**config.mk**
```make
export PLATFORM = sky130hd
export DESIGN_NAME = keyed_timer_queue_flat
export DESIGN_NICKNAME = d
export VERILOG_FILES = /design/src/sv/ktq_pkg.sv /design/src/sv/ktq_if.sv /design/src/sv/ktq_ram.sv /design/src/sv/ktq_ctrl.sv /design/src/sv/ktq_dp.sv /design/src/sv/keyed_timer_queue.sv /design/src/flat_wrapper.sv
export SDC_FILE = /design/constraint.sdc
export NUM_CORES = 2
export LEC_CHECK = 0
export BUFFER_PORTS_ARGS = -buffer_cell sky130_fd_sc_hd__buf_2
export CORE_ASPECT_RATIO = 1.4
export CORE_MARGIN = 3
export CORE_UTILIZATION = 45
export CTS_CLUSTER_DIAMETER = 60
export DETAILED_ROUTE_END_ITERATION = 8
export PLACE_DENSITY = 0.61
export SETUP_SLACK_MARGIN = 0.3
export SYNTH_ARGS = -nofsm -noshare
export SYNTH_HDL_FRONTEND = slang
export SYNTH_SLANG_ARGS = --single-unit
```
**constraint.sdc**
```tcl
create_clock -name clock -period 25.4 [get_ports clock]
set_clock_uncertainty 0.2 [all_clocks]
set_input_delay 2.54 -clock clock [delete_from_list [all_inputs] [get_ports clock]]
set_output_delay 2.54 -clock clock [all_outputs]
set_load 0.005 [all_outputs]
```
**src/sv/ktq_pkg.sv**
```systemverilog
package ktq_pkg;

   // most dispatches one tick may produce
   localparam int unsigned MAX_OUT = 16;
   localparam logic [15:0] LEAD_RESET = 16'd3000;

   typedef enum logic [3:0] {
      ACT_TICK           = 4'd0,
      ACT_ADD            = 4'd1,
      ACT_ADD_ABSENT     = 4'd2,
      ACT_ADD_UNIQUE     = 4'd3,
      ACT_ADD_UNIQUE_TAG = 4'd4,
      ACT_CLEAR          = 4'd5,
      ACT_REMOVE         = 4'd6,
      ACT_REMOVE_TAG     = 4'd7,
      ACT_CONTINUE       = 4'd8
   } action_type;

   typedef enum logic [2:0] {
      KIND_ADDED      = 3'd0,
      KIND_NOT_ADDED  = 3'd1,
      KIND_DONE       = 3'd2,
      KIND_DISPATCH   = 3'd3,
      KIND_NOTHING    = 3'd4
   } kind_type;

   typedef struct packed {
      logic [31:0] due;
      logic [31:0] contact;
      logic [31:0] tag;
   } entry_type;

   typedef enum logic [3:0] {
      OP_NONE,
      OP_ACCEPT,
      OP_TAKE,
      OP_DROP_START,
      OP_DROP_STEP,
      OP_DROP_END,
      OP_SCAN,
      OP_INS_START,
      OP_INS_SHIFT,
      OP_INS_NEW,
      OP_CLEAR,
      OP_LEAD,
      OP_ADJUST,
      OP_FINISH
   } dp_op_type;

   typedef struct packed {
      dp_op_type op;
   } ctrl_type;

   typedef struct packed {
      logic [3:0] act;
      logic       more;
      logic       tick_more;
      logic       due_ok;
      logic       pend_vld;
      logic       rsp_free;
      logic       reject;
      logic       later;
      logic       at_bottom;
      logic       dt_pos;
      logic       empty;
   } status_type;

   // signed value of d is greater than zero
   function automatic logic is_later(input logic [31:0] d);
      return (d != 32'd0) && !d[31];
   endfunction

endpackage

```
**src/sv/ktq_if.sv**
```systemverilog
interface ktq_req_if;
   logic        valid;
   logic        ready;
   logic [3:0]  action;
   logic [30:0] wait_time;
   logic [31:0] contact;
   logic [31:0] tag;
   modport source (output valid, action, wait_time, contact, tag, input ready);
   modport sink (input valid, action, wait_time, contact, tag, output ready);
endinterface

interface ktq_rsp_if;
   logic        valid;
   logic        ready;
   logic [2:0]  kind;
   logic [31:0] out_contact;
   logic [31:0] out_tag;
   logic        last;
   modport source (output valid, kind, out_contact, out_tag, last, input ready);
   modport sink (input valid, kind, out_contact, out_tag, last, output ready);
endinterface

```
**src/sv/ktq_ram.sv**
```systemverilog
module ktq_ram #(
   parameter int WIDTH = 96,
   parameter int DEPTH = 16,
   localparam int AW = (DEPTH > 1) ? $clog2(DEPTH) : 1
) (
   input  logic             clock,
   input  logic             we,
   input  logic [AW-1:0]    waddr,
   input  logic [WIDTH-1:0] wdata,
   input  logic [AW-1:0]    raddr,
   output logic [WIDTH-1:0] rdata
);
   logic [WIDTH-1:0] mem [DEPTH];

   always_ff @(posedge clock) begin
      if (we) begin
         mem[waddr] <= wdata;
      end
      rdata <= mem[raddr];
   end
endmodule

```
**src/sv/ktq_ctrl.sv**
```systemverilog
module ktq_ctrl import ktq_pkg::*; (
   input  logic       clock,
   input  logic       reset,
   input  logic       req_valid,
   output logic       req_ready,
   input  status_type status,
   output ctrl_type   ctrl
);
   typedef enum logic [4:0] {
      S_IDLE, S_DECODE, S_TICK_RD, S_TICK_EX, S_DROP_RD, S_DROP_EX,
      S_SCAN_RD, S_SCAN_EX, S_INS_RD, S_INS_EX, S_INS_NEW,
      S_CONT_EX, S_CONT_CHK, S_ADJ_RD, S_ADJ_EX, S_DONE
   } state_type;

   state_type state_ff, state_in;
   dp_op_type op;

   assign req_ready = (state_ff == S_IDLE);
   assign ctrl.op   = op;

   // next state and datapath command
   always_comb begin
      state_in = state_ff;
      op       = OP_NONE;
      unique case (state_ff)
         S_IDLE: begin
            if (req_valid) begin
               op       = OP_ACCEPT;
               state_in = S_DECODE;
            end
         end
         S_DECODE: begin
            unique case (status.act)
               ACT_TICK: state_in = S_TICK_RD;
               ACT_ADD, ACT_ADD_ABSENT: state_in = S_SCAN_RD;
               ACT_ADD_UNIQUE, ACT_ADD_UNIQUE_TAG,
               ACT_REMOVE, ACT_REMOVE_TAG: state_in = S_DROP_RD;
               ACT_CLEAR: begin
                  op       = OP_CLEAR;
                  state_in = S_DONE;
               end
               ACT_CONTINUE: state_in = status.empty ? S_DONE : S_CONT_EX;
               default: state_in = S_DONE;
            endcase
         end
         S_TICK_RD: begin
            if (status.tick_more) begin
               state_in = S_TICK_EX;
            end else begin
               op       = OP_DROP_START;
               state_in = S_DROP_RD;
            end
         end
         S_TICK_EX: begin
            priority if (!status.due_ok) begin
               op       = OP_DROP_START;
               state_in = S_DROP_RD;
            end else if (status.pend_vld && !status.rsp_free) begin
               state_in = S_TICK_EX;
            end else begin
               op       = OP_TAKE;
               state_in = S_TICK_RD;
            end
         end
         S_DROP_RD: begin
            if (status.more) begin
               state_in = S_DROP_EX;
            end else begin
               op = OP_DROP_END;
               state_in = (status.act == ACT_ADD_UNIQUE || status.act == ACT_ADD_UNIQUE_TAG)
                          ? S_SCAN_RD : S_DONE;
            end
         end
         S_DROP_EX: begin
            op       = OP_DROP_STEP;
            state_in = S_DROP_RD;
         end
         S_SCAN_RD: begin
            priority if (status.more) begin
               state_in = S_SCAN_EX;
            end else if (status.reject) begin
               state_in = S_DONE;
            end else begin
               op       = OP_INS_START;
               state_in = S_INS_RD;
            end
         end
         S_SCAN_EX: begin
            op       = OP_SCAN;
            state_in = S_SCAN_RD;
         end
         S_INS_RD: state_in = status.at_bottom ? S_INS_NEW : S_INS_EX;
         S_INS_EX: begin
            if (status.later) begin
               op       = OP_INS_SHIFT;
               state_in = S_INS_RD;
            end else begin
               state_in = S_INS_NEW;
            end
         end
         S_INS_NEW: begin
            op       = OP_INS_NEW;
            state_in = S_DONE;
         end
         S_CONT_EX: begin
            op       = OP_LEAD;
            state_in = S_CONT_CHK;
         end
         S_CONT_CHK: state_in = status.dt_pos ? S_ADJ_RD : S_DONE;
         S_ADJ_RD: state_in = status.more ? S_ADJ_EX : S_DONE;
         S_ADJ_EX: begin
            op       = OP_ADJUST;
            state_in = S_ADJ_RD;
         end
         S_DONE: begin
            if (status.rsp_free) begin
               op       = OP_FINISH;
               state_in = S_IDLE;
            end
         end
         default: state_in = S_IDLE;
      endcase
   end

   always_ff @(posedge clock) begin
      if (reset) begin
         state_ff <= S_IDLE;
      end else begin
         state_ff <= state_in;
      end
   end
endmodule

```
**src/sv/ktq_dp.sv**
```systemverilog
module ktq_dp import ktq_pkg::*; #(
   parameter int DEPTH = 16
) (
   input  logic        clock,
   input  logic        reset,
   input  ctrl_type    ctrl,
   output status_type  status,
   input  logic [3:0]  req_action,
   input  logic [30:0] req_wait_time,
   input  logic [31:0] req_contact,
   input  logic [31:0] req_tag,
   input  logic        csr_wr_en,
   input  logic [15:0] csr_wr_data,
   input  logic        rsp_ready,
   output logic        rsp_valid,
   output logic [2:0]  rsp_kind,
   output logic [31:0] rsp_out_contact,
   output logic [31:0] rsp_out_tag,
   output logic        rsp_last
);
   localparam int CW = $clog2(DEPTH + 1);
   localparam int AW = (DEPTH > 1) ? $clog2(DEPTH) : 1;

   logic [31:0]   now_ff;
   logic [CW-1:0] count_ff, rp_ff, wp_ff, n_ff;
   logic [15:0]   lead_ff;
   logic [3:0]    act_ff;
   logic [31:0]   due_new_ff, con_ff, tag_ff, dt_ff;
   logic          hit_ff, dup_ff, ok_ff;
   logic          pend_vld_ff;
   logic [31:0]   pend_con_ff, pend_tag_ff;
   logic          rsp_valid_ff, rsp_last_ff;
   logic [2:0]    rsp_kind_ff;
   logic [31:0]   rsp_con_ff, rsp_tag_ff;

   logic          ram_we;
   entry_type     ram_wdata, rd;
   logic [95:0]   ram_rdata;
   logic          match, con_eq, rsp_free;

   ktq_ram #(.WIDTH(96), .DEPTH(DEPTH)) u_ram (
      .clock (clock),
      .we    (ram_we),
      .waddr (wp_ff[AW-1:0]),
      .wdata (ram_wdata),
      .raddr (rp_ff[AW-1:0]),
      .rdata (ram_rdata)
   );

   assign rd       = entry_type'(ram_rdata);
   assign con_eq   = (rd.contact == con_ff);
   assign rsp_free = !rsp_valid_ff || rsp_ready;

   // removal match: contact, plus tag for the tag variants; never on a tick
   always_comb begin
      unique case (act_ff)
         ACT_ADD_UNIQUE, ACT_REMOVE: match = con_eq;
         ACT_ADD_UNIQUE_TAG, ACT_REMOVE_TAG: match = con_eq && (rd.tag == tag_ff);
         default: match = 1'b0;
      endcase
   end

   // store write port
   always_comb begin
      ram_we    = 1'b0;
      ram_wdata = rd;
      unique case (ctrl.op)
         OP_DROP_STEP: ram_we = !match;
         OP_INS_SHIFT: ram_we = 1'b1;
         OP_INS_NEW: begin
            ram_we    = 1'b1;
            ram_wdata = '{due: due_new_ff, contact: con_ff, tag: tag_ff};
         end
         OP_ADJUST: begin
            ram_we        = 1'b1;
            ram_wdata.due = rd.due - dt_ff;
         end
         default: ram_we = 1'b0;
      endcase
   end

   always_comb begin
      status.act       = act_ff;
      status.more      = (rp_ff < count_ff);
      status.tick_more = (rp_ff < count_ff) && (32'(n_ff) < MAX_OUT);
      status.due_ok    = !is_later(rd.due - now_ff);
      status.pend_vld  = pend_vld_ff;
      status.rsp_free  = rsp_free;
      status.reject    = ((act_ff == ACT_ADD_ABSENT) && hit_ff) || dup_ff
                         || (32'(count_ff) >= 32'(DEPTH));
      status.later     = is_later(rd.due - due_new_ff);
      status.at_bottom = (wp_ff == '0);
      status.dt_pos    = is_later(dt_ff);
      status.empty     = (count_ff == '0);
   end

   // request, pointers and queue bookkeeping
   always_ff @(posedge clock) begin
      if (reset) begin
         now_ff      <= '0;
         count_ff    <= '0;
         lead_ff     <= LEAD_RESET;
         pend_vld_ff <= 1'b0;
      end else begin
         if (csr_wr_en) begin
            lead_ff <= csr_wr_data;
         end
         unique case (ctrl.op)
            OP_ACCEPT: begin
               if (req_action == ACT_TICK) begin
                  now_ff <= now_ff + 32'd1;
               end
               pend_vld_ff <= 1'b0;
            end
            OP_TAKE: pend_vld_ff <= 1'b1;
            OP_DROP_END: count_ff <= wp_ff;
            OP_INS_NEW: count_ff <= count_ff + 1'b1;
            OP_CLEAR: count_ff <= '0;
            default: ;
         endcase
      end
   end

   always_ff @(posedge clock) begin
      unique case (ctrl.op)
         OP_ACCEPT: begin
            act_ff     <= req_action;
            due_new_ff <= now_ff + {1'b0, req_wait_time};
            con_ff     <= req_contact;
            tag_ff     <= req_tag;
            rp_ff      <= '0;
            wp_ff      <= '0;
            n_ff       <= '0;
            hit_ff     <= 1'b0;
            dup_ff     <= 1'b0;
            ok_ff      <= 1'b0;
         end
         OP_TAKE: begin
            pend_con_ff <= rd.contact;
            pend_tag_ff <= rd.tag;
            n_ff        <= n_ff + 1'b1;
            rp_ff       <= rp_ff + 1'b1;
         end
         OP_DROP_START: begin
            rp_ff <= n_ff;
            wp_ff <= '0;
         end
         OP_DROP_STEP: begin
            rp_ff <= rp_ff + 1'b1;
            if (!match) begin
               wp_ff <= wp_ff + 1'b1;
            end
         end
         OP_DROP_END: begin
            rp_ff  <= '0;
            hit_ff <= 1'b0;
            dup_ff <= 1'b0;
         end
         OP_SCAN: begin
            rp_ff <= rp_ff + 1'b1;
            if (con_eq) begin
               hit_ff <= 1'b1;
               if (rd.due == due_new_ff) begin
                  dup_ff <= 1'b1;
               end
            end
         end
         OP_INS_START: begin
            rp_ff <= count_ff - 1'b1;
            wp_ff <= count_ff;
         end
         OP_INS_SHIFT: begin
            rp_ff <= rp_ff - 1'b1;
            wp_ff <= wp_ff - 1'b1;
         end
         OP_INS_NEW: ok_ff <= 1'b1;
         OP_LEAD: dt_ff <= rd.due - now_ff - {16'd0, lead_ff};
         OP_ADJUST: begin
            rp_ff <= rp_ff + 1'b1;
            wp_ff <= wp_ff + 1'b1;
         end
         default: ;
      endcase
   end

   // result register: a dispatch ahead of the next one, or the closing result
   always_ff @(posedge clock) begin
      if (reset) begin
         rsp_valid_ff <= 1'b0;
      end else if ((ctrl.op == OP_TAKE && pend_vld_ff) || ctrl.op == OP_FINISH) begin
         rsp_valid_ff <= 1'b1;
      end else if (rsp_ready) begin
         rsp_valid_ff <= 1'b0;
      end
   end

   always_ff @(posedge clock) begin
      if (ctrl.op == OP_TAKE && pend_vld_ff) begin
         rsp_kind_ff <= KIND_DISPATCH;
         rsp_con_ff  <= pend_con_ff;
         rsp_tag_ff  <= pend_tag_ff;
         rsp_last_ff <= 1'b0;
      end else if (ctrl.op == OP_FINISH) begin
         rsp_last_ff <= 1'b1;
         if (act_ff == ACT_TICK && pend_vld_ff) begin
            rsp_kind_ff <= KIND_DISPATCH;
            rsp_con_ff  <= pend_con_ff;
            rsp_tag_ff  <= pend_tag_ff;
         end else begin
            rsp_con_ff <= '0;
            rsp_tag_ff <= '0;
            unique case (act_ff)
               ACT_TICK: rsp_kind_ff <= KIND_NOTHING;
               ACT_ADD, ACT_ADD_ABSENT, ACT_ADD_UNIQUE, ACT_ADD_UNIQUE_TAG:
                  rsp_kind_ff <= ok_ff ? KIND_ADDED : KIND_NOT_ADDED;
               default: rsp_kind_ff <= KIND_DONE;
            endcase
         end
      end
   end

   assign rsp_valid       = rsp_valid_ff;
   assign rsp_kind        = rsp_kind_ff;
   assign rsp_out_contact = rsp_con_ff;
   assign rsp_out_tag     = rsp_tag_ff;
   assign rsp_last        = rsp_last_ff;
endmodule

```
**src/sv/keyed_timer_queue.sv**
```systemverilog
// Sorted timer queue of up to DEPTH entries (due time, contact, tag) held in
// one registered-read RAM, ordered by signed due time with ties in arrival
// order. A request is taken only when the previous one has finished its
// store walk; its last result may still wait in the output register. An
// entry visit is an address state, then a registered-data state. Ticks and
// removes walk the whole store whatever the dispatch count; adds scan it,
// then shift entries (replacing modes walk a removal first); continue reads
// the head and may rewrite every entry; clear and unknown actions visit none.
// Result back-pressure stalls. lead_time is to be written via csr_wr_en /
// csr_wr_data only while no request is in progress (not enforced here).
module keyed_timer_queue import ktq_pkg::*; #(
   parameter int DEPTH = 16
) (
   input  logic        clock,
   input  logic        reset,
   ktq_req_if.sink     req_ch,
   ktq_rsp_if.source   rsp_ch,
   input  logic        csr_wr_en,
   input  logic [15:0] csr_wr_data
);
   ctrl_type   ctrl;
   status_type status;

   ktq_ctrl u_ctrl (
      .clock     (clock),
      .reset     (reset),
      .req_valid (req_ch.valid),
      .req_ready (req_ch.ready),
      .status    (status),
      .ctrl      (ctrl)
   );

   ktq_dp #(.DEPTH(DEPTH)) u_dp (
      .clock           (clock),
      .reset           (reset),
      .ctrl            (ctrl),
      .status          (status),
      .req_action      (req_ch.action),
      .req_wait_time   (req_ch.wait_time),
      .req_contact     (req_ch.contact),
      .req_tag         (req_ch.tag),
      .csr_wr_en       (csr_wr_en),
      .csr_wr_data     (csr_wr_data),
      .rsp_ready       (rsp_ch.ready),
      .rsp_valid       (rsp_ch.valid),
      .rsp_kind        (rsp_ch.kind),
      .rsp_out_contact (rsp_ch.out_contact),
      .rsp_out_tag     (rsp_ch.out_tag),
      .rsp_last        (rsp_ch.last)
   );
endmodule

```
**src/flat_wrapper.sv**
```systemverilog
// flat-port wrapper written by rule: the top's interface ports become plain ports
module keyed_timer_queue_flat import ktq_pkg::*;
#(
   parameter int DEPTH = 16
)
  (clock, reset, csr_wr_en, csr_wr_data, req_ch_valid, req_ch_action, req_ch_wait_time, req_ch_contact, req_ch_tag, req_ch_ready, rsp_ch_valid, rsp_ch_kind, rsp_ch_out_contact, rsp_ch_out_tag, rsp_ch_last, rsp_ch_ready);
  ktq_req_if req_ch_i ();
  ktq_rsp_if rsp_ch_i ();
  input  logic clock;
  input  logic reset;
  input  logic csr_wr_en;
  input  logic [15:0] csr_wr_data;
  input wire logic [$bits(req_ch_i.valid)-1:0] req_ch_valid;
  input wire logic [$bits(req_ch_i.action)-1:0] req_ch_action;
  input wire logic [$bits(req_ch_i.wait_time)-1:0] req_ch_wait_time;
  input wire logic [$bits(req_ch_i.contact)-1:0] req_ch_contact;
  input wire logic [$bits(req_ch_i.tag)-1:0] req_ch_tag;
  output wire logic [$bits(req_ch_i.ready)-1:0] req_ch_ready;
  output wire logic [$bits(rsp_ch_i.valid)-1:0] rsp_ch_valid;
  output wire logic [$bits(rsp_ch_i.kind)-1:0] rsp_ch_kind;
  output wire logic [$bits(rsp_ch_i.out_contact)-1:0] rsp_ch_out_contact;
  output wire logic [$bits(rsp_ch_i.out_tag)-1:0] rsp_ch_out_tag;
  output wire logic [$bits(rsp_ch_i.last)-1:0] rsp_ch_last;
  input wire logic [$bits(rsp_ch_i.ready)-1:0] rsp_ch_ready;
  assign req_ch_i.valid = req_ch_valid;
  assign req_ch_i.action = req_ch_action;
  assign req_ch_i.wait_time = req_ch_wait_time;
  assign req_ch_i.contact = req_ch_contact;
  assign req_ch_i.tag = req_ch_tag;
  assign req_ch_ready = req_ch_i.ready;
  assign rsp_ch_valid = rsp_ch_i.valid;
  assign rsp_ch_kind = rsp_ch_i.kind;
  assign rsp_ch_out_contact = rsp_ch_i.out_contact;
  assign rsp_ch_out_tag = rsp_ch_i.out_tag;
  assign rsp_ch_last = rsp_ch_i.last;
  assign rsp_ch_i.ready = rsp_ch_ready;
  keyed_timer_queue #(.DEPTH(DEPTH)) u_core (.clock(clock), .reset(reset), .req_ch(req_ch_i), .rsp_ch(rsp_ch_i), .csr_wr_en(csr_wr_en), .csr_wr_data(csr_wr_data));
endmodule
```
==> metrics.txt <==
# TYPE chip_impl_metric gauge
chip_impl_metric{name="nets",unit=""} 5180
chip_impl_metric{name="cts_post_setup_buffers_inserted",unit=""} 0
chip_impl_metric{name="arrival",unit="ns"} 7.00
chip_impl_metric{name="power.share.sequential",unit="%"} 40.6
chip_impl_metric{name="routed-wl-met3",unit="um"} 10460
chip_impl_metric{name="final.setup.worst_slack",unit="ns"} 18.78
chip_impl_metric{name="syn_area",unit="mm^2"} 0.08259
chip_impl_metric{name="post_cts_resized",unit=""} 0
chip_impl_metric{name="gp_congestion",unit=""} 0.9190
chip_impl_metric{name="synth_enable_flop_cells",unit=""} 1814
chip_impl_metric{name="postRouteWirelength",unit="um"} 203700
chip_impl_info{name="cts_root_buf",value="sky130_fd_sc_hd__clkbuf_16"} 1
chip_impl_metric{name="area_growth_synth_to_finish",unit="%"} 12.71
chip_impl_metric{name="port_buffers",unit=""} 189
chip_impl_metric{name="clock_power_share",unit="%"} 25.7
chip_impl_metric{name="post-synth-top-area-fraction",unit="%"} 65.95
chip_impl_metric{name="detailed_place_hpwl",unit="um"} 117700
chip_impl_info{name="startpoint_type",value="flop"} 1
chip_impl_metric{name="grt_pass1_vias",unit=""} 44840
chip_impl_metric{name="finalMaxSlewViolations",unit=""} 0
chip_impl_metric{name="finalSetupTns",unit="ns"} 0
chip_impl_metric{name="yosysUniqueCellTypes",unit=""} 101
chip_impl_metric{name="slew_headroom",unit="%"} 15.95
chip_impl_metric{name="met2RoutedLength",unit="um"} 101400
chip_impl_metric{name="grt_antenna_before_repair",unit=""} 9
chip_impl_info{name="critPathCaptureType",value="flop"} 1
chip_impl_metric{name="cellPowerDensity",unit="mW/mm^2"} 118.5
chip_impl_metric{name="finalSetupViolCount",unit=""} 0
chip_impl_metric{name="initial_utilization",unit="%"} 45.40
chip_impl_metric{name="remaining_drc_errors",unit=""} 0
chip_impl_metric{name="grt_max_degree",unit=""} 156
chip_impl_metric{name="ctsHoldBuffers",unit=""} 0
chip_impl_metric{name="route.antenna.remaining_nets",unit=""} 0
chip_impl_metric{name="grt_use_total",unit="%"} 21.59
chip_impl_metric{name="chipHeight",unit="um"} 512.9
chip_impl_info{name="unrepaired_setup_endpoints_after_global_routing",value="no"} 1
chip_impl_info{name="tritoncts_clock_tree",value="yes"} 1
chip_impl_metric{name="hold_violations",unit=""} 0
chip_impl_metric{name="first_pass_grt_wire_length",unit="um"} 300800
chip_impl_info{name="timing_worst_setup_path_type",value="flop to flop"} 1
chip_impl_metric{name="internal_power",unit="mW"} 7.403
chip_impl_metric{name="crit_path_max_fanout",unit=""} 8
chip_impl_metric{name="p_sw",unit="mW"} 3.632
chip_impl_metric{name="clock_sink_count",unit=""} 1973
chip_impl_metric{name="clk_latency",unit="ns"} 0.83
chip_impl_metric{name="layout.filler_cells",unit=""} 14820
chip_impl_metric{name="critical_path_required",unit="ns"} 25.77
chip_impl_metric{name="synth_area_per_cell",unit="um^2"} 17.96
chip_impl_metric{name="max_slew.worst_pin.slew",unit="ns"} 1.243
chip_impl_metric{name="firstDrtPassIters",unit=""} 7
chip_impl_info{name="worstHoldPathType",value="flop to flop"} 1
chip_impl_metric{name="clockBufferDepth",unit=""} 3
chip_impl_info{name="top_signal_layer_used",value="met4"} 1
chip_impl_metric{name="power.switching_fraction",unit="%"} 32.91
chip_impl_metric{name="routed_wire_length_per_instance",unit="um"} 27.17
chip_impl_metric{name="dr.first_iter.drc_count",unit=""} 3879
chip_impl_metric{name="p_leak",unit="nW"} 30.75
chip_impl_metric{name="die-area",unit="mm^2"} 0.1888
chip_impl_metric{name="synth_seq_area_share",unit="%"} 69.81
chip_impl_metric{name="detail_route.wirelength.met1",unit="um"} 86670
chip_impl_info{name="post-synth-top-area-cell",value="sky130_fd_sc_hd__edfxtp_1"} 1
chip_impl_info{name="status",value="finished clean"} 1
chip_impl_metric{name="num_rows",unit=""} 185
chip_impl_metric{name="max_cap_viol_count",unit=""} 0
chip_impl_metric{name="design.portCount",unit=""} 190
chip_impl_metric{name="clk_pin_slew",unit="ns"} 0.06
chip_impl_info{name="ys_dominant_reg_cell",value="sky130_fd_sc_hd__edfxtp_1"} 1
chip_impl_metric{name="floorplan_die_width",unit="um"} 368.1
chip_impl_metric{name="post_synthesis_sequential_element_count",unit=""} 1973
chip_impl_metric{name="cts_made_buffers",unit=""} 190
chip_impl_metric{name="routed-via-count",unit=""} 43260
chip_impl_metric{name="min_period_over_period",unit="%"} 26.08
chip_impl_metric{name="globalRouteOverflowTotal",unit=""} 0
chip_impl_metric{name="htree_num_levels",unit=""} 4
chip_impl_metric{name="synth_async_sr_flop_share",unit="%"} 0
chip_impl_metric{name="timing.fmax",unit="MHz"} 150.9
chip_impl_metric{name="synth_nets",unit=""} 4881
chip_impl_metric{name="viasPerCell",unit=""} 5.771
chip_impl_metric{name="comb_power_share",unit="%"} 33.7
chip_impl_metric{name="syn-instance-count",unit=""} 4599
chip_impl_metric{name="core_region_area",unit="mm^2"} 0.1819
chip_impl_metric{name="placement.setup.worst_slack",unit="ns"} 18.55
chip_impl_info{name="yosys-top-cells-area",value="sky130_fd_sc_hd__edfxtp_1 (66%), sky130_fd_sc_hd__mux4_2 (13%), sky130_fd_sc_hd__dfxtp_1 (3.9%)"} 1
chip_impl_metric{name="yosys_warning_count",unit=""} 0
chip_impl_metric{name="drive_gt1_share",unit="%"} 23.34
chip_impl_metric{name="irDropWorstVdd",unit="mV"} 0.1008
chip_impl_metric{name="shortest_period_the_worst_path_allows",unit="ns"} 6.625
power by group through the flow:
stage | sequential [mW] | clock, mW | combinational, mW
after floorplan | 4.44 | 0 | 2.68
after global placement | 4.54 | 0 | 3.69
after detailed placement | 4.54 | 0 | 3.71
after CTS | 4.48 | 2.89 | 3.74
after global routing | 4.51 | 3.02 | 4.03
final | 4.49 | 2.83 | 3.72
synth_stat cells, types with 7 or more instances:
cell	number
sky130_fd_sc_hd__edfxtp_1	1814
sky130_fd_sc_hd__mux4_2	480
sky130_fd_sc_hd__nand2_1	178
sky130_fd_sc_hd__nor2_1	175
sky130_fd_sc_hd__inv_1	167
sky130_fd_sc_hd__dfxtp_1	159
sky130_fd_sc_hd__ha_1	155
sky130_fd_sc_hd__a21oi_1	129
sky130_fd_sc_hd__clkbuf_1	121
sky130_fd_sc_hd__xor2_1	112
sky130_fd_sc_hd__xnor2_1	110
sky130_fd_sc_hd__o21ai_0	102
sky130_fd_sc_hd__and2_1	83
sky130_fd_sc_hd__a21o_1	68
sky130_fd_sc_hd__mux2_2	65
sky130_fd_sc_hd__nor3_1	59
sky130_fd_sc_hd__nand3_1	50
sky130_fd_sc_hd__mux2i_1	47
sky130_fd_sc_hd__buf_1	37
sky130_fd_sc_hd__nand4_1	33
sky130_fd_sc_hd__nor4_1	33
sky130_fd_sc_hd__o21a_1	32
sky130_fd_sc_hd__and3_1	28
sky130_fd_sc_hd__nor2b_1	24
sky130_fd_sc_hd__a31oi_1	23
sky130_fd_sc_hd__o21bai_1	23
sky130_fd_sc_hd__nand2b_1	19
sky130_fd_sc_hd__o211ai_1	19
sky130_fd_sc_hd__a211oi_1	16
sky130_fd_sc_hd__or3_1	16
sky130_fd_sc_hd__nand3b_1	13
sky130_fd_sc_hd__nor3b_1	13
sky130_fd_sc_hd__o31ai_1	10
sky130_fd_sc_hd__a211o_1	9
sky130_fd_sc_hd__buf_2	9
sky130_fd_sc_hd__or2_2	9
sky130_fd_sc_hd__buf_6	7
sky130_fd_sc_hd__fa_1	7
stage by stage:
stage / total power, mW / utilization (%) / instance area (um^2) / instances / hold slack, ns
2_1_floorplan: 7.122 / - / 82590 / 4599 / 0.2440
3_3_place_gp: 8.229 / 47.70 / 86780 / 7137 / 0.2575
3_5_place_dp: 8.256 / 47.70 / 86780 / 7137 / 0.2594
4_1_cts: 11.12 / 51.16 / 93090 / 7496 / 0.2730
5_1_grt: 11.56 / 51.17 / 93090 / 7497 / 0.2792
6_report: 11.03 / 51.17 / 93090 / 7497 / 0.2739
metal layers:
layer  track usage, %  vias up
met5                0        -
met4            5.951        0
met3            2.778      280
li1                 -    19020
met1            29.85    22640
met2            36.26     1320
cell usage in the layout, fill, tap and decap left out, types with 47 or more instances in the layout:
cell	count
sky130_fd_sc_hd__xnor2_1	110
sky130_fd_sc_hd__mux2i_1	47
sky130_fd_sc_hd__clkbuf_16	194
sky130_fd_sc_hd__nor3_1	59
sky130_fd_sc_hd__dfxtp_1	158
sky130_fd_sc_hd__nand3_1	50
sky130_fd_sc_hd__mux2_2	65
sky130_fd_sc_hd__inv_1	165
sky130_fd_sc_hd__and2_1	83
sky130_fd_sc_hd__nor2_1	158
sky130_fd_sc_hd__a21oi_1	129
sky130_fd_sc_hd__mux4_2	480
sky130_fd_sc_hd__buf_4	88
sky130_fd_sc_hd__buf_2	189
sky130_fd_sc_hd__nand2_1	177
sky130_fd_sc_hd__a21o_1	68
sky130_fd_sc_hd__edfxtp_1	1814
sky130_fd_sc_hd__o21ai_0	101
sky130_fd_sc_hd__ha_1	155
sky130_fd_sc_hd__xor2_1	112
critical path, stage by stage (launching register included):
cell                       delay, ns
sky130_fd_sc_hd__dfxtp_1        0.44
sky130_fd_sc_hd__inv_1          0.14
sky130_fd_sc_hd__ha_1           0.30
sky130_fd_sc_hd__nor2b_1        0.14
sky130_fd_sc_hd__o31ai_1        0.31
sky130_fd_sc_hd__o21ai_1        0.37
sky130_fd_sc_hd__a21o_1         0.33
sky130_fd_sc_hd__a211oi_1       0.47
sky130_fd_sc_hd__o21bai_1       0.17
sky130_fd_sc_hd__xnor2_1        0.31
sky130_fd_sc_hd__nand3b_1       0.29
sky130_fd_sc_hd__or4_4          0.67
sky130_fd_sc_hd__nand3_1        0.24
sky130_fd_sc_hd__a21oi_1        0.20
sky130_fd_sc_hd__fa_1           0.48
sky130_fd_sc_hd__a21o_1         0.21
sky130_fd_sc_hd__a21oi_1        0.19
sky130_fd_sc_hd__xnor2_1        0.12
sky130_fd_sc_hd__a22o_1         0.24
sky130_fd_sc_hd__a311o_1        0.27
sky130_fd_sc_hd__mux2_1         0.30
state kept, by name (all words and copies together) (netlist names), 32 cells and up:
signal                       flops
u_core.u_dp.now_ff              32
u_core.u_dp.con_ff              32
u_core.u_dp.pend_con_ff         32
u_core.u_dp.u_ram.mem         1536
u_core.u_dp.pend_tag_ff         32
u_core.u_dp.tag_ff              32
u_core.u_dp.due_new_ff          32
u_core.u_dp.dt_ff               32
u_core.u_dp.u_ram.rdata         96
u_core.u_dp.rsp_out_tag         32
u_core.u_dp.rsp_out_contact     32
cell type report:
cell class	instances	area, um^2	share of cell area [%]
antenna	1	2.502	0.002688
clock inverter	110	1055	1.133
inverter	168	638.1	0.6855
timing repair buffer	283	1727	1.855
sequential	1973	57660	61.94
multi-input combinational	2282	23720	25.48
clock buffer	249	5251	5.641
tap	2431	3042	3.268
kinds of logic after synthesis:
| logic type | after synthesis | synth area share, % |
|---|---|---|
| flops | 1973 | 69.81 |
| simple gates | 767 | 4.730 |
| compound gates | 536 | 4.357 |
| fa+ha+maj | 162 | 2.518 |
| xor+xnor | 222 | 2.354 |
| mux | 595 | 14.59 |
| buf+inv | 344 | 1.647 |
path summary, 6_finish.rpt:
path	start	slack, ns	cells after the start	to
setup / recovery	u_core.u_dp.now_ff[1]$_SDFFE_PP0P_	18.78	20	u_core.u_dp.rp_ff[4]$_DFFE_PP_
hold / removal	u_core.u_dp.u_ram.rdata[63]$_DFF_P_	0.27	0	u_core.u_dp.pend_con_ff[31]$_DFFE_PP_
setup reg to reg	u_core.u_dp.now_ff[1]$_SDFFE_PP0P_	18.78	20	u_core.u_dp.rp_ff[4]$_DFFE_PP_
hold reg to reg	u_core.u_dp.u_ram.rdata[63]$_DFF_P_	0.27	0	u_core.u_dp.pend_con_ff[31]$_DFFE_PP_
Note: power is estimated with default switching activity, not from simulation.
